===== src/rtl/hcc_ram.sv =====
// generic single-write, single-read ram with registered read data
module hcc_ram #(
  parameter int WIDTH = 8,
  parameter int DEPTH = 16
) (
  input  logic                     clk,
  input  logic                     we,
  input  logic [$clog2(DEPTH)-1:0] waddr,
  input  logic [WIDTH-1:0]         wdata,
  input  logic                     re,
  input  logic [$clog2(DEPTH)-1:0] raddr,
  output logic [WIDTH-1:0]         rdata
);

  logic [WIDTH-1:0] mem [DEPTH];
  logic [WIDTH-1:0] rdata_r;

  always_ff @(posedge clk) begin
    if (we) begin
      mem[waddr] <= wdata;
    end
    if (re) begin
      rdata_r <= mem[raddr];
    end
  end

  assign rdata = rdata_r;

endmodule


===== config.mk =====
export PLATFORM = sky130hd
export DESIGN_NAME = hcc_ram
export DESIGN_NICKNAME = d
export VERILOG_FILES = /design/src/rtl/hcc_ram.sv
export SDC_FILE = /design/constraint.sdc
export NUM_CORES = 1
export LEC_CHECK = 0
export BUFFER_PORTS_ARGS = -buffer_cell sky130_fd_sc_hd__buf_2
export CORE_AREA = 2 2 126 128
export DETAILED_ROUTE_END_ITERATION = 6
export DIE_AREA = 0 0 128 130
export GPL_TIMING_DRIVEN = 0
export HOLD_SLACK_MARGIN = 0.1
export RECOVER_POWER = 50
export SYNTH_ARGS = -nofsm -noshare
export SYNTH_HDL_FRONTEND = slang
export SYNTH_SLANG_ARGS = --single-unit

===== constraint.sdc =====
create_clock -name clk -period 2.3 [get_ports clk]
set_input_delay 0.345 -clock clk [delete_from_list [all_inputs] [get_ports clk]]
set_output_delay 0.345 -clock clk [all_outputs]
set_load 0.02 [all_outputs]

==> metrics.txt, run 1 <==
outcome finished clean; largest net degree at the start of global routing 17; syn_nets ~250; Routed WL per cell around 21 um; Critical-path top delay cell nor3_1; root buffer cell clkbuf_16; CP peak stage delay between 0.9 and 1 ns; CP Launch Type input port; worst path required time between 2 and 2.5 ns; Post-Synthesis Cells 229; Clock Path Buffers 2; dpl hpwl approximately 6.4 mm; PwrDens between 900 and 1000 mW/mm^2; CTS Buf Count 17; area grow syn2layout 18.5%; CTS resizes 0; Tot GR Track Use 0.132; Lkg Pwr 0.00201 uW; hold path startpoint re; worst path arrival time slightly below 2 ns; Residual DRC 0; max_cap viols 0; WHS Endpoint rdata[5]; initial core utilization 0.339; IO Count 27; chip width 128 um; CP max FO 8; Final Max Tran Viols 0; Yosys reg bits 136; Die Ht about 130 um; fillers between 1000 and 1500; vias per cell 5.01; worst hold-check path type in2reg; Worst R2R Setup Slack ~0.75 ns; first-pass GRT wire length about 15 mm; Inserted Diodes 0; layout cells sized above 1 0.255; FF-to-FF Start mem[2][0]; post-synth cell types 18; setup bufs post-CTS 0; Worst slew margin 0.165; vias in the first global route between 2000 and 2500; initial antenna violation count 0; RSZ-0062 raised after global routing false; Setup Crit Path Kind in2reg; row count 46; worst-margin pin slew between 1 and 1.5 ns; r2r worst-path depth 3; Worst R2R End rdata[0]; final hold viol count 0; Worst IR Drop VDD 543 uV; fmax slightly above 500 MHz; gpl congestion around 0.67; Mapped Area around 0.0052 sq mm; Worst Setup End Kind flop; CTS clk-pin slew, worst paths around 0.06 ns; initial DRC count 202; YS warnings 0; grt total ovfl 0; minimum clock period 1.94 ns; hold-critical path depth 1; I/O Buffers 25; clock tree sinks between 100 and 150; Worst-Skew Late Latency roughly 0.4 ns; cts-stage hold buffer count 0; DRT Wirelength around 9.9 mm; core area around 0.015 sq mm; DR vias about 2400; drt first pass iters 4; fin util 0.402; hold slack final around 0.34 ns; die footprint roughly 0.017 sq mm; worst path cell trace buf_2 -> or3b_2 -> nor3_1; H-tree depth 4; CTS tree built; Final Cycle Share 0.843; Nets roughly 290; final setup violating endpoints 0; Final ANT Viol Nets 0; post-synthesis sequential area ratio 0.781; Mean Syn Cell Area around 23 sq um; Final Skew ~0.0085 ns
==> cells by family after synthesis <==
family | count (synthesis) | share of synthesized area
AOI/OAI and AO/OA | 16 | 0.0230
buffers and inverters | 10 | 0.0165
DFF | 136 | 0.781
muxes | 32 | 0.148
and+or+nand+nor | 35 | 0.0314
==> worst max-delay path by stage <==
stage / from / to / depth (start not counted)
3_5_place_dp: waddr[2] / mem[0][2] / 3
4_1_cts: waddr[2] / mem[0][7] / 3
6_report: waddr[2] / mem[0][0] / 3
3_3_place_gp: waddr[2] / mem[0][2] / 3
2_1_floorplan: waddr[2] / mem[0][0] / 2
5_1_grt: waddr[2] / mem[0][0] / 3
==> registers in the layout, summed over array words and instances (netlist names) <==
register	count
mem	128
rdata	8
==> metal layers <==
layer | GRT usage | share of wire | wire (um)
met5 | 0 | 0 | 0
met1 | 0.182 | 0.46 | 4550
met2 | 0.197 | 0.47 | 4620
met3 | 0.0377 | 0.052 | 511
met4 | 0.0556 | 0.021 | 210
==> cell usage in the layout (no fill, tap or decap), drive strengths merged <==
cell type and count:
clkdlybuf4s25 3, buf 19, nor2b 1, and2 1, nand2 9, nand3b 2
nor3 4, or3b 1, a22oi 16, mux4 32, nor2 13, inv 4
and2b 1, nand2b 2, clkinvlp 2, clkinv 6, nand3 1, clkbuf 30
edfxtp 136, bufinv 3
==> worst max-delay path, delay by kind of cell <==
family | cells | cell delay, ns
buffers and inverters | 1 | 0.11
AND/OR/NAND/NOR | 2 | 1.49
==> power breakdown <==
part | leakage [uW] | switching (uW) | total, uW | internal (uW)
combinational | 0.000481 | 167 | 271 | 104
clock | 0.000295 | 1030 | 2750 | 1730
sequential | 0.00124 | 11.2 | 2810 | 2790
==> synth_stat cells (all sizes together) <==
cell type / number / area [sq um]
a22oi: 16 / 120
mux4: 32 / 773
nor2b: 1 / 6.26
nor2: 13 / 48.8
nand2b: 2 / 12.5
edfxtp: 136 / 4080
or3b: 1 / 8.76
and2b: 1 / 7.51
nand3b: 2 / 15.0
nand3: 1 / 5.00
nand2: 9 / 33.8
clkdlybuf4s25: 3 / 30.0
nor3: 4 / 20.0
buf: 7 / 56.3
and2: 1 / 6.26
==> cell type report <==
class                   instances  area (sq um)  share of cell area
well taps                     192           240              0.0388
multi-input cells              83          1060               0.171
flip-flops and latches        136          4080               0.659
repair buffers                 25           109              0.0176
clock buffers                  17           425              0.0687
clock inverters                15           193              0.0311
plain buffers                  10          86.3              0.0139
==> stage by stage <==
| stage | total power, uW | TNS [ns] | setup slack [ns] | instance area [sq um] | std cells |
|---|---|---|---|---|---|
| 3_5_place_dp | 3140 | -1.08 | -0.136 | 5590 | 446 |
| 4_1_cts | 5890 | 0 | 0.296 | 6210 | 478 |
| 3_3_place_gp | 3130 | -0.956 | -0.120 | 5590 | 446 |
| 2_1_floorplan | 3010 | 0 | 0.462 | 5230 | 229 |
| 5_1_grt | 6020 | 0 | 0.205 | 6190 | 478 |
| 6_report | 5830 | 0 | 0.362 | 6190 | 478 |
No activity file was read; power rests on OpenSTA's default activity.
==> inputs of run 2 (changes only) <==
- clock period: 2.3 -> 1.9 ns (I/O delays scaled with it)
==> metrics.txt, run 2 (synthesis results as in run 1) <==
Top reg by flops mem (unchanged); setup tns final 0 ns (unchanged); placed cells 446 (unchanged); most frequent cells in the layout edfxtp_1, mux4_2, clkbuf_16 (unchanged); Final Max Tran Viols 0 (unchanged); root buffer cell clkbuf_16 (unchanged); hold-critical path depth 1 (unchanged); worst path arrival time 1.64 ns (was 1.96 ns); Worst slew margin 0.169 (was 0.165); Setup Crit Path Kind in2reg (unchanged); dpl hpwl 6.45 mm (unchanged); initial core utilization 0.339 (unchanged); area grow syn2layout 18.6% (was 18.5%); Residual DRC 0 (unchanged); WHS Endpoint rdata[1] (was rdata[5]); hold path startpoint re (unchanged); Worst IR Drop VDD 657 uV (was 543 uV); initial antenna violation count 0 (unchanged); H-tree depth 4 (unchanged); Tot GR Track Use 0.132 (about the same); CTS Buf Count 17 (unchanged); core area 0.0154 sq mm (unchanged); FF+latch area 0.00408 sq mm (unchanged); vias in the first global route 2474 (was 2459); Top Metal Used met4 (unchanged); gpl congestion 0.668 (unchanged); commonest non-fill, non-tap cell in the layout edfxtp_1 (unchanged); worst path required time 1.92 ns (was 2.32 ns); max_cap viols 0 (unchanged); Final ANT Viol Nets 0 (unchanged); max reg flops 128 (unchanged); first-pass GRT wire length 15.2 mm (about the same); initial DRC count 191 (was 202); Lkg Pwr 0.00201 uW (about the same); DR vias 2388 (was 2397); M1 WL 4.50 mm (was 4.55 mm); outcome finished clean (unchanged); CP max FO 8 (unchanged); chip width 128 um (unchanged); worst-margin pin slew 1.24 ns (about the same); row count 46 (unchanged); r2r worst-path depth 3 (unchanged); RSZ-0062 raised after global routing false (unchanged); area taken by multi-input logic gates 0.00106 sq mm (about the same); PwrDens 1140 mW/mm^2 (was 941 mW/mm^2); Routed WL per cell 20.7 um (about the same); Worst R2R End rdata[1] (was rdata[0]); CTS clk-pin slew, worst paths 0.06 ns (about the same); DRT Wirelength 9.90 mm (was 9.89 mm); drt first pass iters 5 (was 4); largest net degree at the start of global routing 17 (unchanged); fillers 1369 (unchanged); Inserted Diodes 0 (unchanged); fmax a little over 600 MHz; hold slack final 0.277 ns (was 0.339 ns); vias per cell 5.00 (was 5.01); Worst-Skew Late Latency 0.41 ns (about the same); FF-to-FF Start mem[5][1] (was mem[2][0]); Final Skew 0.00928 ns (was 0.00846 ns); Finished Cell Area 0.00620 sq mm (was 0.00619 sq mm); I/O Buffers 25 (unchanged); non-filler cells, final 478 (unchanged); worst hold-check path type in2reg (unchanged); Die Ht 130 um (unchanged); setup bufs post-CTS 0 (unchanged); CP Launch Type input port (unchanged); Nets 292 (unchanged); IO Count 27 (unchanged); final setup violating endpoints 0 (unchanged); Final Cycle Share 0.852; DR WL met3 517 um (was 511 um); area post-placement 0.00559 sq mm (unchanged); grt total ovfl 0 (unchanged); Clock Path Buffers 2 (unchanged); layout cells sized above 1 0.259 (was 0.255); CTS tree built (unchanged); Worst Setup End Kind flop (unchanged); Worst R2R Setup Slack 0.36 ns (was 0.75 ns); Pwr Total 7060 uW (was 5830 uW); minimum clock period about 1.6 ns; Met2 Wirelength 4.71 mm (was 4.62 mm); clock tree sinks 136 (unchanged); final hold viol count 0 (unchanged); die footprint 0.0166 sq mm (unchanged)
-- run 2: final cells by class --
type	count	area share
well taps	192	0.0387
flip-flops and latches	136	0.659
multi-input cells	83	0.171
repair buffers	25	0.0176
clock inverters	15	0.0311
plain buffers	10	0.0139
clock buffers	17	0.0686
-- run 2: timing repair --
| action | 4_1_cts | 5_1_grt |
|---|---|---|
| hold buffers | 0 | 0 |
| endpoints found under the setup margin | 8 | 0 |
| gates resized for setup | 1 | 0 |
-- run 2: worst max path at each step --
stage	from	end	slack (ns)	depth (start not counted)
3_3_place_gp	waddr[2]	mem[0][2]	-0.46	3
5_1_grt	waddr[2]	mem[8][4]	0.13	3
2_1_floorplan	waddr[2]	mem[0][0]	0.12	2
3_5_place_dp	waddr[2]	mem[0][2]	-0.48	3
6_report	waddr[2]	mem[8][7]	0.28	3
4_1_cts	waddr[2]	mem[8][4]	0.21	3
-- run 2: power breakdown --
group / total [uW] / internal (uW) / switching (uW)
registers: 3400 / 3380 / 13.7
clock network: 3340 / 2090 / 1250
logic: 329 / 125 / 204
-- run 2: worst max-delay path: stages --
cell and delay, ns:
buf_2 0.11, nand3b_1 0.26, nor3_1 0.98
-- run 2: through the flow --
| step | setup slack (ns) | utilization |
|---|---|---|
| 2_1_floorplan | 0.122 | - |
| 3_3_place_gp | -0.460 | 0.363 |
| 3_5_place_dp | -0.476 | 0.363 |
| 4_1_cts | 0.212 | 0.403 |
| 5_1_grt | 0.127 | 0.402 |
| 6_report | 0.282 | 0.402 |
-- run 2: metal layers --
layer	vias up	GRT usage
li1	1070	-
met3	14	0.0402
met4	0	0.0562
met1	1231	0.180
met2	73	0.197
met5	-	0
