**src/rtl/hcc_pkg.sv**
```systemverilog
// shared types and constants of the homophonic cipher codec
package hcc_pkg;

  localparam int NUM_LETTERS    = 26;
  localparam int MAX_DIGITS     = 8;
  localparam int MAX_HOMOPHONES = 8;
  localparam int OUT_LIMIT      = 16;

  localparam logic [1:0] OP_TEXT  = 2'd0;
  localparam logic [1:0] OP_ENTRY = 2'd1;
  localparam logic [1:0] OP_COUNT = 2'd2;

  typedef struct packed {
    logic [1:0]  opcode;
    logic [7:0]  char_in;
    logic        end_of_text;
    logic [14:0] random_value;
    logic [4:0]  letter_index;
    logic [2:0]  slot_index;
    logic [31:0] entry_digits;
    logic [3:0]  entry_length;
    logic [3:0]  homophone_count;
  } in_item_t;

  typedef struct packed {
    logic [7:0] char_out;
    logic       last_out;
  } out_item_t;

  // byte request from the sequencer to the output stage
  typedef struct packed {
    logic       push;
    logic       fin;
    logic [7:0] data;
  } emit_req_t;

endpackage

```
**src/rtl/hcc_emit.sv**
```systemverilog
// output stage: holds one byte back so the last one of an item can be flagged
module hcc_emit (
  input  logic                  clk,
  input  logic                  rst_n,
  input  hcc_pkg::emit_req_t    em_req,
  output logic                  em_rdy,
  output logic                  out_valid,
  input  logic                  out_ready,
  output hcc_pkg::out_item_t    out_data
);
  import hcc_pkg::*;

  localparam int NW = $clog2(OUT_LIMIT + 1);

  logic          pend_v_r;
  logic [7:0]    pend_b_r;
  logic [NW-1:0] n_r;
  logic          out_v_r;
  out_item_t     out_r;

  assign em_rdy    = !out_v_r || out_ready;
  assign out_valid = out_v_r;
  assign out_data  = out_r;

  always_ff @(posedge clk) begin
    if (!rst_n) begin
      pend_v_r <= 1'b0;
      n_r      <= '0;
      out_v_r  <= 1'b0;
    end else begin
      if (out_ready) begin
        out_v_r <= 1'b0;
      end
      if (em_rdy && em_req.push && (n_r < NW'(OUT_LIMIT))) begin
        if (pend_v_r) begin
          out_r   <= '{char_out: pend_b_r, last_out: 1'b0};
          out_v_r <= 1'b1;
        end
        pend_v_r <= 1'b1;
        pend_b_r <= em_req.data;
        n_r      <= n_r + NW'(1);
      end else if (em_rdy && em_req.fin) begin
        // item done: the held byte is the last one
        if (pend_v_r) begin
          out_r   <= '{char_out: pend_b_r, last_out: 1'b1};
          out_v_r <= 1'b1;
        end
        pend_v_r <= 1'b0;
        n_r      <= '0;
      end
    end
  end

endmodule

```
**config.mk**
```make
export PLATFORM = sky130hd
export DESIGN_NAME = hcc_emit
export DESIGN_NICKNAME = d
export VERILOG_FILES = /design/src/rtl/hcc_pkg.sv /design/src/rtl/hcc_emit.sv
export SDC_FILE = /design/constraint.sdc
export NUM_CORES = 1
export LEC_CHECK = 0
export BUFFER_PORTS_ARGS = -buffer_cell sky130_fd_sc_hd__buf_2
export CELL_PAD_IN_SITES_DETAIL_PLACEMENT = 1
export CELL_PAD_IN_SITES_GLOBAL_PLACEMENT = 2
export CORE_MARGIN = 5
export CORE_UTILIZATION = 33
export DETAILED_ROUTE_END_ITERATION = 8
export GPL_TIMING_DRIVEN = 0
export PLACE_DENSITY = 0.85
export SYNTH_ARGS = -nofsm -noshare
export SYNTH_HDL_FRONTEND = slang
export SYNTH_SLANG_ARGS = --single-unit
```
**constraint.sdc**
```tcl
create_clock -name clk -period 1.8 [get_ports clk]
set_input_delay 0.36 -clock clk [delete_from_list [all_inputs] [get_ports clk]]
set_output_delay 0.36 -clock clk [all_outputs]
set_load 0.01 [all_outputs]
```
==> summary.txt, run 1 <==
CTS
  – Post-CTS Setup Bufs: 0
  – CTS HTree Levels: 1
  – Clock-pin slew on the worst setup and hold paths: between 0.1 and 0.15 ns
  – Post-CTS resize count: 0
  – Root Buffer: clkbuf_4
  – Clk sinks: 24
  – CTS tree: built
  – Number of hold buffers added after CTS: 0
  – Num CTS Buffers: 3
  – Clk_lat worst skew: ~0.31 ns
  – CTS Buffer Depth: 2

Cells and area
  – Fin util: a little over two fifths
  – Reg area: roughly 650 sq um
  – Layout Area Growth over Synthesis: 24.0%
  – Fill cells: about 280
  – Final Non-Filler Cells: between 100 and 150
  – Nets: between 90 and 100
  – Fraction of layout cells with a size suffix above 1: 40.7%
  – Post-route design area: ~1100 sq um
  – # diodes: 0
  – Footprint of the multi-input gates: between 150 and 200 sq um

Global routing
  – Vias in the first global route: 509
  – Largest net degree at the start of global routing: 15
  – Total GRT Usage: 8.60%
  – GRT overflow: 0
  – Antenna violations before repair: 0
  – First-pass GRT wire length: approximately 2200 um

Setup path
  – CP arrival: about 1.6 ns
  – Crit path cell chain: nor2b_4 > o21a_1 > nand2_1 > nor2_1
  – Critical Path Source Type: flop
  – WP data required: around 1.8 ns
  – Worst reg2reg setup slack: 0.19 ns
  – CP Class: reg2reg
  – Critical path's largest stage delay: around 0.5 ns
  – Slowest-stage cell, CP: nor2_1
  – Crit end category: flop
  – Max Fanout on Critical Path: 9

Pwr
  – Cell internal pwr: roughly 0.87 mW
  – Switch Pwr: about 0.20 mW
  – PwrDens: about 1000 nW/um^2
  – Tot Pwr: roughly 1.1 mW
  – Sw frac: roughly 19%
  – Sequential Power Share: ~58%
  – Comb pwr share: approximately 6.6%
  – Clock power share: between 30% and 40%
  – Pleak: approximately 0.42 nW
  – VDD IR-drop max: roughly 0.00033 V

Logic synthesis
  – Top-area cell type share of the netlist area: ~60%
  – Ys flop type: edfxtp_1
  – Async SR Flop Fraction: 0%
  – Flops & latches, synth: 24
  – Seq/Total Area, Yosys: 76.1%
  – Synth area leader: edfxtp_1
  – Syn Std Cell Area: ~850 sq um
  – Cell count after synthesis: 54
  – Syn nets: 68
  – Post-synth top cells: 17 x edfxtp_1, 7 x dfxtp_1, 5 x a21oi_1, 5 x nor2_1, 3 x nand2_1
  – Syn avg cell area: between 15 and 20 sq um
  – Ys Warns: 0
  – Most frequent cell after synthesis: edfxtp_1
  – Post-synth EDFFs: 17
  – Netlist cell types: 21
  – Area contributors post-synth: edfxtp_1 60%, dfxtp_1 16%, a21oi_1 2.9%

STA
  – Final Hold Vio Count: 0
  – Worst slew margin: between 50% and 60%
  – Unrepaired setup endpoints after global routing: no
  – Fmax: just over 0.6 GHz
  – Worst Tran Pin Value: around 0.63 ns
  – Final setup viols: 0
  – Setup TNS: 0 ns
  – Max-slew violations: 0
  – Clock Skew: about 0.014 ns
  – Final period util: between 80% and 90%
  – Crit path time final: about 1.6 ns

Die
  – Starting Density: around a third
  – Core area: about 2500 sq um
  – Chip height: slightly above 60 um
  – Chip width: 60.9 um
  – Rows: 18
  – Num ports: 24
  – DIE AREA: 3710 sq um

Route
  – DRC: 0
  – Post-DRT Antenna Nets: 0
  – Wire per inst: between 10 and 15 um
  – Drt initial violations: 7
  – Drt pass-1 iters: 4
  – Vias: 503
  – DR vias/cell: roughly 4.5
  – Final wirelength: around 1400 um

Placement
  – Placed insts: about 110
  – IO Port Bufs: 23
  – DP Wirelength: about 1100 um
  – Routability cong.: 0.643
  – Post-placement cell area: between 1000 and 1500 sq um

Hold path
  – Worst hold path type: in2reg

Job
  – Max-cap violations: 0

Status
  – Status: completed
## sequential cells by signal, summed over array words and instances, names as in the netlist
| signal | count |
|---|---|
| out_data | 9 |
| pend_b_r | 8 |
| n_r | 5 |
| out_valid | 1 |
| pend_v_r | 1 |
## cells by family after synthesis
logic type | share of synthesized area (%)
AO/OA/AOI/OAI | 9.22
adder cells (fa/ha/maj) | 1.46
buffers and inverters | 2.93
flip-flops | 76.1
AND/OR/NAND/NOR | 10.2
## routing by layer
layer / vias to the layer above / global-route usage [%] / part of all wire [%]
met5: - / 0 / 0
met4: 0 / 6.50 / 2.8
met3: 4 / 1.91 / 5.9
met2: 17 / 12.8 / 47
met1: 227 / 10.8 / 44
li1: 255 / - / -
## layout make-up
type,count,area share (%)
tap,30,3.54
sequential,24,61.4
inverter,2,0.945
clock inverter,1,2.83
timing repair buffer,23,10.9
multi-input combinational,27,16.9
clock buffer,3,2.13
buffer,1,1.42
## power groups by stage
stage               combinational (mW)  sequential [mW]  clock, mW
finish                          0.0707            0.623      0.375
global route                    0.0783            0.626      0.421
CTS                             0.0722            0.624      0.381
detailed placement              0.0715            0.636          0
global placement                0.0688            0.635          0
floorplan                       0.0389            0.638          0
## final timing paths
path                     from          end  cells after the start
setup / recovery       n_r[4]  out_data[6]                      4
hold / removal      em_req[1]  pend_b_r[1]                      1
setup reg to reg       n_r[4]  out_data[6]                      4
hold reg to reg   pend_b_r[4]  out_data[5]                      0
## cell usage in the layout, fill, tap and decap left out, types with 2 or more instances in the layout
| master | Yosys | final |
|---|---|---|
| buf_2 | 0 | 23 |
| edfxtp_1 | 17 | 17 |
| dfxtp_1 | 7 | 7 |
| a21oi_1 | 5 | 5 |
| nand2_1 | 3 | 3 |
| a211oi_1 | 2 | 2 |
| clkbuf_4 | 0 | 3 |
| nor2_1 | 5 | 5 |
## per-stage QoR
step / hold slack [ns] / setup slack (ns)
4_1_cts: 0.217 / 0.185
3_5_place_dp: 0.406 / 0.0823
5_1_grt: 0.181 / 0.105
3_3_place_gp: 0.406 / 0.107
6_report: 0.217 / 0.194
2_1_floorplan: 0.400 / 0.283
## critical path: cells and delay by family, from the launching register on
family	cells	cell delay [ns]
AND/OR/NAND/NOR	3	0.71
flip-flops	1	0.36
AO/OA/AOI/OAI	1	0.17
Power figures use the tool's default switching activity.
==> run 2, diff against run 1 <==
CAP_MARGIN = 0   (was default)
RECOVER_POWER = 50   (was default)
==> run 2 against run 1 <==
Net effect:
- via count unchanged
- cell count unchanged
- setup slack got worse by 0.027 ns
- final area decreased by 0.59%
- wire length increased by 0.14%
- sequential power about the same
- critical path type unchanged
- largest cell class unchanged
- largest power group unchanged
==> summary.txt, run 2 (synthesized netlist as in run 1, its figures left out) <==
Route
  – Post-DRT Antenna Nets: 0 (unchanged)
  – DR vias/cell: 4.53 (unchanged)
  – Wire per inst: 12.6 um (was 12.5 um)
  – DRC: 0 (unchanged)
  – Final wirelength: 1400 um (was 1390 um)
  – Drt pass-1 iters: 4 (unchanged)
  – Drt initial violations: 6 (was 7)
  – Vias: 503 (unchanged)

STA
  – Fmax: 0.612 GHz (was 0.623 GHz)
  – Final worst hold slack: 0.217 ns (unchanged)
  – Final Hold Vio Count: 0 (unchanged)
  – Setup TNS: 0 ns (unchanged)
  – Max-slew violations: 0 (unchanged)
  – Final period util: 90.7% (was 89.2%)
  – Unrepaired setup endpoints after global routing: no (unchanged)
  – Crit path time final: 1.63 ns (was 1.61 ns)
  – PnR worst setup slack: 0.167 ns (was 0.194 ns)
  – Worst Tran Pin Value: 0.630 ns (unchanged)
  – Worst slew margin: 57.8% (unchanged)
  – Clock Skew: 0.0139 ns (unchanged)
  – Final setup viols: 0 (unchanged)

Die
  – Num ports: 24 (unchanged)
  – Chip width: 60.9 um (unchanged)
  – Core area: 2480 sq um (unchanged)
  – Chip height: 60.9 um (unchanged)
  – DIE AREA: 3710 sq um (unchanged)
  – Starting Density: 34.5% (unchanged)
  – Rows: 18 (unchanged)

Setup path
  – Max Fanout on Critical Path: 8 (was 9)
  – WP data required: 1.75 ns (about the same)
  – Critical Path Source Type: flop (unchanged)
  – CP Class: reg2reg (unchanged)
  – CP arrival: 1.59 ns (was 1.55 ns)
  – Crit end category: flop (unchanged)

Placement
  – IO Port Bufs: 23 (unchanged)
  – Post-placement cell area: 1010 sq um (unchanged)
  – Routability cong.: 0.643 (unchanged)
  – Placed insts: 107 (unchanged)
  – DP Wirelength: 1090 um (unchanged)
  – Worst Setup Slack post-DPL: 0.0823 ns (unchanged)

CTS
  – CTS Buffer Depth: 2 (unchanged)
  – Clk sinks: 24 (unchanged)
  – Clock-pin slew on the worst setup and hold paths: 0.13 ns (about the same)
  – Num CTS Buffers: 3 (unchanged)
  – Clk_lat worst skew: 0.31 ns (about the same)
  – Post-CTS resize count: 0 (unchanged)
  – CTS tree: built (unchanged)
  – Root Buffer: clkbuf_4 (unchanged)
  – Number of hold buffers added after CTS: 0 (unchanged)
  – CTS HTree Levels: 1 (unchanged)
  – Post-CTS Setup Bufs: 0 (unchanged)

Pwr
  – VDD IR-drop max: 0.000334 V (was 0.000335 V)
  – Tot Pwr: 1.07 mW (about the same)
  – Pleak: 0.413 nW (was 0.425 nW)
  – PwrDens: 1010 nW/um^2 (about the same)

Global routing
  – Vias in the first global route: 509 (unchanged)
  – Total GRT Usage: 8.60% (unchanged)
  – Antenna violations before repair: 0 (unchanged)
  – Largest net degree at the start of global routing: 15 (unchanged)
  – First-pass GRT wire length: 2220 um (unchanged)
  – GRT overflow: 0 (unchanged)

Status
  – Status: completed (unchanged)

Cells and area
  – Number of flip-flops in the largest register: 9 (unchanged)
  – Post-route design area: 1050 sq um (was 1060 sq um)
  – Footprint of the multi-input gates: 176 sq um (was 179 sq um)
  – Fraction of layout cells with a size suffix above 1: 35.8% (was 40.7%)
  – Leading cell types in the layout, fill and taps excluded: 20 x buf_2, 17 x edfxtp_1, 7 x dfxtp_1, 5 x nor2_1, 5 x a21oi_1 (was 23 x buf_2, 17 x edfxtp_1, 7 x dfxtp_1, 5 x nor2_1, 5 x a21oi_1)
  – Fill cells: 286 (was 282)
  – Reg area: 651 sq um (unchanged)
  – Fin util: 42.5% (was 42.8%)
  – Nets: 96 (unchanged)
  – Most common cell after layout, fill and taps aside: buf_2 (unchanged)
  – # diodes: 0 (unchanged)
  – Final Non-Filler Cells: 111 (unchanged)
  – Layout Area Growth over Synthesis: 23.3% (was 24.0%)

Hold path
  – Worst hold path type: in2reg (unchanged)

Job
  – Max-cap violations: 0 (unchanged)
-- run 2: changes by cell type in the layout (fill, tap and decap cells not counted), sizes merged --
| cell | change |
|---|---|
| buf | -3 |
| clkbuf | +3 |
-- run 2: layout make-up --
| cell class | instances | area share [%] |
|---|---|---|
| Clock inverter | 1 | 2.85 |
| Buffer | 1 | 1.43 |
| Sequential cell | 24 | 61.8 |
| Inverter | 2 | 0.950 |
| Timing Repair Buffer | 23 | 10.6 |
| Multi-Input combinational cell | 27 | 16.7 |
| Clock buffer | 3 | 2.14 |
| Tap cell | 30 | 3.56 |
-- run 2: routing by layer --
metal / global-route usage (%) / up-vias / share of wire [%]
met5: 0 / - / 0
met4: 6.50 / 0 / 2.8
met3: 1.91 / 4 / 5.5
met2: 12.8 / 17 / 47
met1: 10.8 / 227 / 45
li1: - / 255 / -
-- run 2: path summary, 6_finish.rpt --
path                                   from     endpoint  slack (ns)  depth (start not counted)
worst max-delay path                 n_r[4]  pend_b_r[3]        0.17                          5
worst min register to register  pend_b_r[4]  out_data[5]        0.43                          0
worst max register to register       n_r[4]  pend_b_r[3]        0.17                          5
worst min-delay path              em_req[1]  pend_b_r[1]        0.22                          1
-- run 2: critical path, cell delays in order (launching register included) --
cell	delay [ns]
dfxtp_1	0.36
nor2b_4	0.12
and2_0	0.18
buf_8	0.14
inv_4	0.04
nor2_1	0.44
-- run 2: report_power, final --
part	switching, mW	internal (mW)
clock network	0.150	0.225
registers	0.00957	0.614
logic	0.0381	0.0307
==> run 3, diff against run 2 <==
CORE_ASPECT_RATIO = 1.75   (was default)
==> run 3 against run 2 <==
Net effect:
- die area grew 1.1%
- register-to-register slack is essentially flat
- setup slack worse by 0.013 ns
- hold slack gained 0.051 ns
- via count increased by 2.6%
- global-route usage grew 0.79 points
- sequential share of layout area shrank 0.72 points
- critical endpoint is now pend_b_r[2]
- largest power group unchanged
==> summary.txt, run 3 (synthesized netlist as in run 1, its figures left out) <==
Status
  – Status: completed (unchanged)

Die
  – Chip width: 48.5 um (was 60.9 um)
  – Core area: 2490 sq um (was 2480 sq um)
  – Rows: 24 (was 18)
  – Starting Density: 34.3% (was 34.5%)
  – Num ports: 24 (unchanged)
  – Chip height: 77.3 um (was 60.9 um)
  – DIE AREA: 3750 sq um (was 3710 sq um)

Global routing
  – First-pass GRT wire length: 2620 um (was 2220 um)
  – Vias in the first global route: 550 (was 509)
  – Antenna violations before repair: 0 (unchanged)
  – GRT overflow: 0 (unchanged)
  – Total GRT Usage: 9.39% (was 8.60%)
  – Largest net degree at the start of global routing: 15 (unchanged)

STA
  – Fmax: 0.607 GHz (was 0.612 GHz)
  – Worst Tran Pin Value: 0.690 ns (was 0.630 ns)
  – Final period util: 91.4% (was 90.7%)
  – Final Hold Vio Count: 0 (unchanged)
  – Max-slew violations: 0 (unchanged)
  – Crit path time final: 1.65 ns (was 1.63 ns)
  – Unrepaired setup endpoints after global routing: no (unchanged)
  – Worst slew margin: 53.9% (was 57.8%)
  – Clock Skew: 0.00260 ns (was 0.0139 ns)
  – Setup TNS: 0 ns (unchanged)
  – Final setup viols: 0 (unchanged)

Route
  – DR vias/cell: 4.82 (was 4.53)
  – Wire per inst: 14.9 um (was 12.6 um)
  – Drt pass-1 iters: 2 (was 4)
  – Final wirelength: 1600 um (was 1400 um)
  – Max Used Layer: met4 (unchanged)
  – Vias: 516 (was 503)
  – DRC: 0 (unchanged)
  – DR WL met2: 854 um (was 654 um)
  – Met3 WL: 89 um (was 77 um)
  – Drt initial violations: 1 (was 6)
  – Post-DRT Antenna Nets: 0 (unchanged)
  – Met1 WL: 601 um (was 624 um)

Cells and area
  – # diodes: 0 (unchanged)
  – Leading cell types in the layout, fill and taps excluded: 19 x buf_2, 17 x edfxtp_1, 7 x dfxtp_1, 5 x nor2_1, 5 x a21oi_1 (was 20 x buf_2, 17 x edfxtp_1, 7 x dfxtp_1, 5 x nor2_1, 5 x a21oi_1)
  – Number of flip-flops in the largest register: 9 (unchanged)
  – Fraction of layout cells with a size suffix above 1: 34.6% (was 35.8%)
  – Final Non-Filler Cells: 107 (was 111)
  – Nets: 96 (unchanged)
  – Layout Area Growth over Synthesis: 24.7% (was 23.3%)
  – Most common cell after layout, fill and taps aside: buf_2 (unchanged)

Hold path
  – Worst hold path type: in2reg (unchanged)

CTS
  – CTS tree: built (unchanged)
  – Post-CTS Setup Bufs: 0 (unchanged)
  – Num CTS Buffers: 3 (unchanged)
  – Post-CTS resize count: 0 (unchanged)
  – Clk sinks: 24 (unchanged)
  – CTS Buffer Depth: 2 (unchanged)
  – Clock-pin slew on the worst setup and hold paths: 0.08 ns (was 0.13 ns)
  – Number of hold buffers added after CTS: 0 (unchanged)
  – CTS HTree Levels: 1 (unchanged)
  – Root Buffer: clkbuf_8 (was clkbuf_4)
  – Clk_lat worst skew: 0.26 ns (was 0.31 ns)

Setup path
  – WP buf/inv: 2 (unchanged)
  – CP arrival: 1.55 ns (was 1.59 ns)
  – Critical Path Source Type: flop (unchanged)
  – Top delay family on crit path: simple AND/OR/NAND/NOR gates (unchanged)
  – Worst reg2reg setup slack: 0.15 ns (was 0.17 ns)
  – Max Fanout on Critical Path: 8 (unchanged)
  – WP data required: 1.70 ns (was 1.75 ns)
  – Critical path's largest stage delay: 0.48 ns (was 0.44 ns)
  – Slowest-stage cell, CP: nor2_1 (unchanged)
  – CP Class: reg2reg (unchanged)
  – Crit path cell chain: nor2b_4 > and2_0 > buf_8 > inv_4 > nor2_1 (unchanged)
  – Crit end category: flop (unchanged)

Job
  – Max-cap violations: 0 (unchanged)

Placement
  – DP Wirelength: 1270 um (was 1090 um)
  – Placed insts: 103 (was 107)
  – IO Port Bufs: 23 (unchanged)
  – Routability cong.: 0.600 (was 0.643)

Pwr
  – PwrDens: 1090 nW/um^2 (was 1010 nW/um^2)
  – VDD IR-drop max: 0.000513 V (was 0.000334 V)
  – Pleak: 0.418 nW (was 0.413 nW)
-- run 3: cell types whose count changed in the layout (fill, tap and decap cells not counted) --
cell	change
clkbuf_4	-3
clkbuf_1	+1
clkbuf_8	+3
buf_2	-1
-- run 3: layout make-up --
type | count | area (sq um)
fill | 263 | 1430
sequential | 24 | 651
multi-input combinational | 27 | 176
timing repair buffer | 23 | 110
clock buffer | 3 | 41.3
tap | 26 | 32.5
clock inverter | 1 | 30.0
buffer | 1 | 15.0
inverter | 2 | 10.0
-- run 3: path summary, 6_finish.rpt --
check | startpoint | endpoint | cells after the start
max | n_r[4] | pend_b_r[2] | 5
min | em_req[7] | pend_b_r[7] | 1
min reg2reg | pend_b_r[7] | out_data[8] | 0
max reg2reg | n_r[4] | pend_b_r[2] | 5
-- run 3: per-stage QoR --
step	power (mW)	instance area, sq um	worst slack, ns	hold WS [ns]	util (%)
3_5_place_dp	0.710	1000	0.00689	0.408	40.2
3_3_place_gp	0.704	1000	0.0984	0.402	40.2
5_1_grt	1.20	1070	0.0373	0.251	42.8
6_report	1.16	1070	0.154	0.267	42.8
2_1_floorplan	0.677	855	0.283	0.400	-
4_1_cts	1.18	1070	0.137	0.260	43.1
-- run 3: routing by layer --
| metal | track usage [%] | vias up |
|---|---|---|
| li1 | - | 253 |
| met3 | 3.10 | 4 |
| met1 | 9.37 | 243 |
| met2 | 15.6 | 16 |
| met5 | 0 | - |
| met4 | 7.28 | 0 |
-- run 3: where the power goes --
group | leakage, nW | internal [mW] | switching, mW
Combinational | 0.168 | 0.0307 | 0.0376
Clock | 0.0357 | 0.297 | 0.167
Sequential | 0.214 | 0.614 | 0.0111
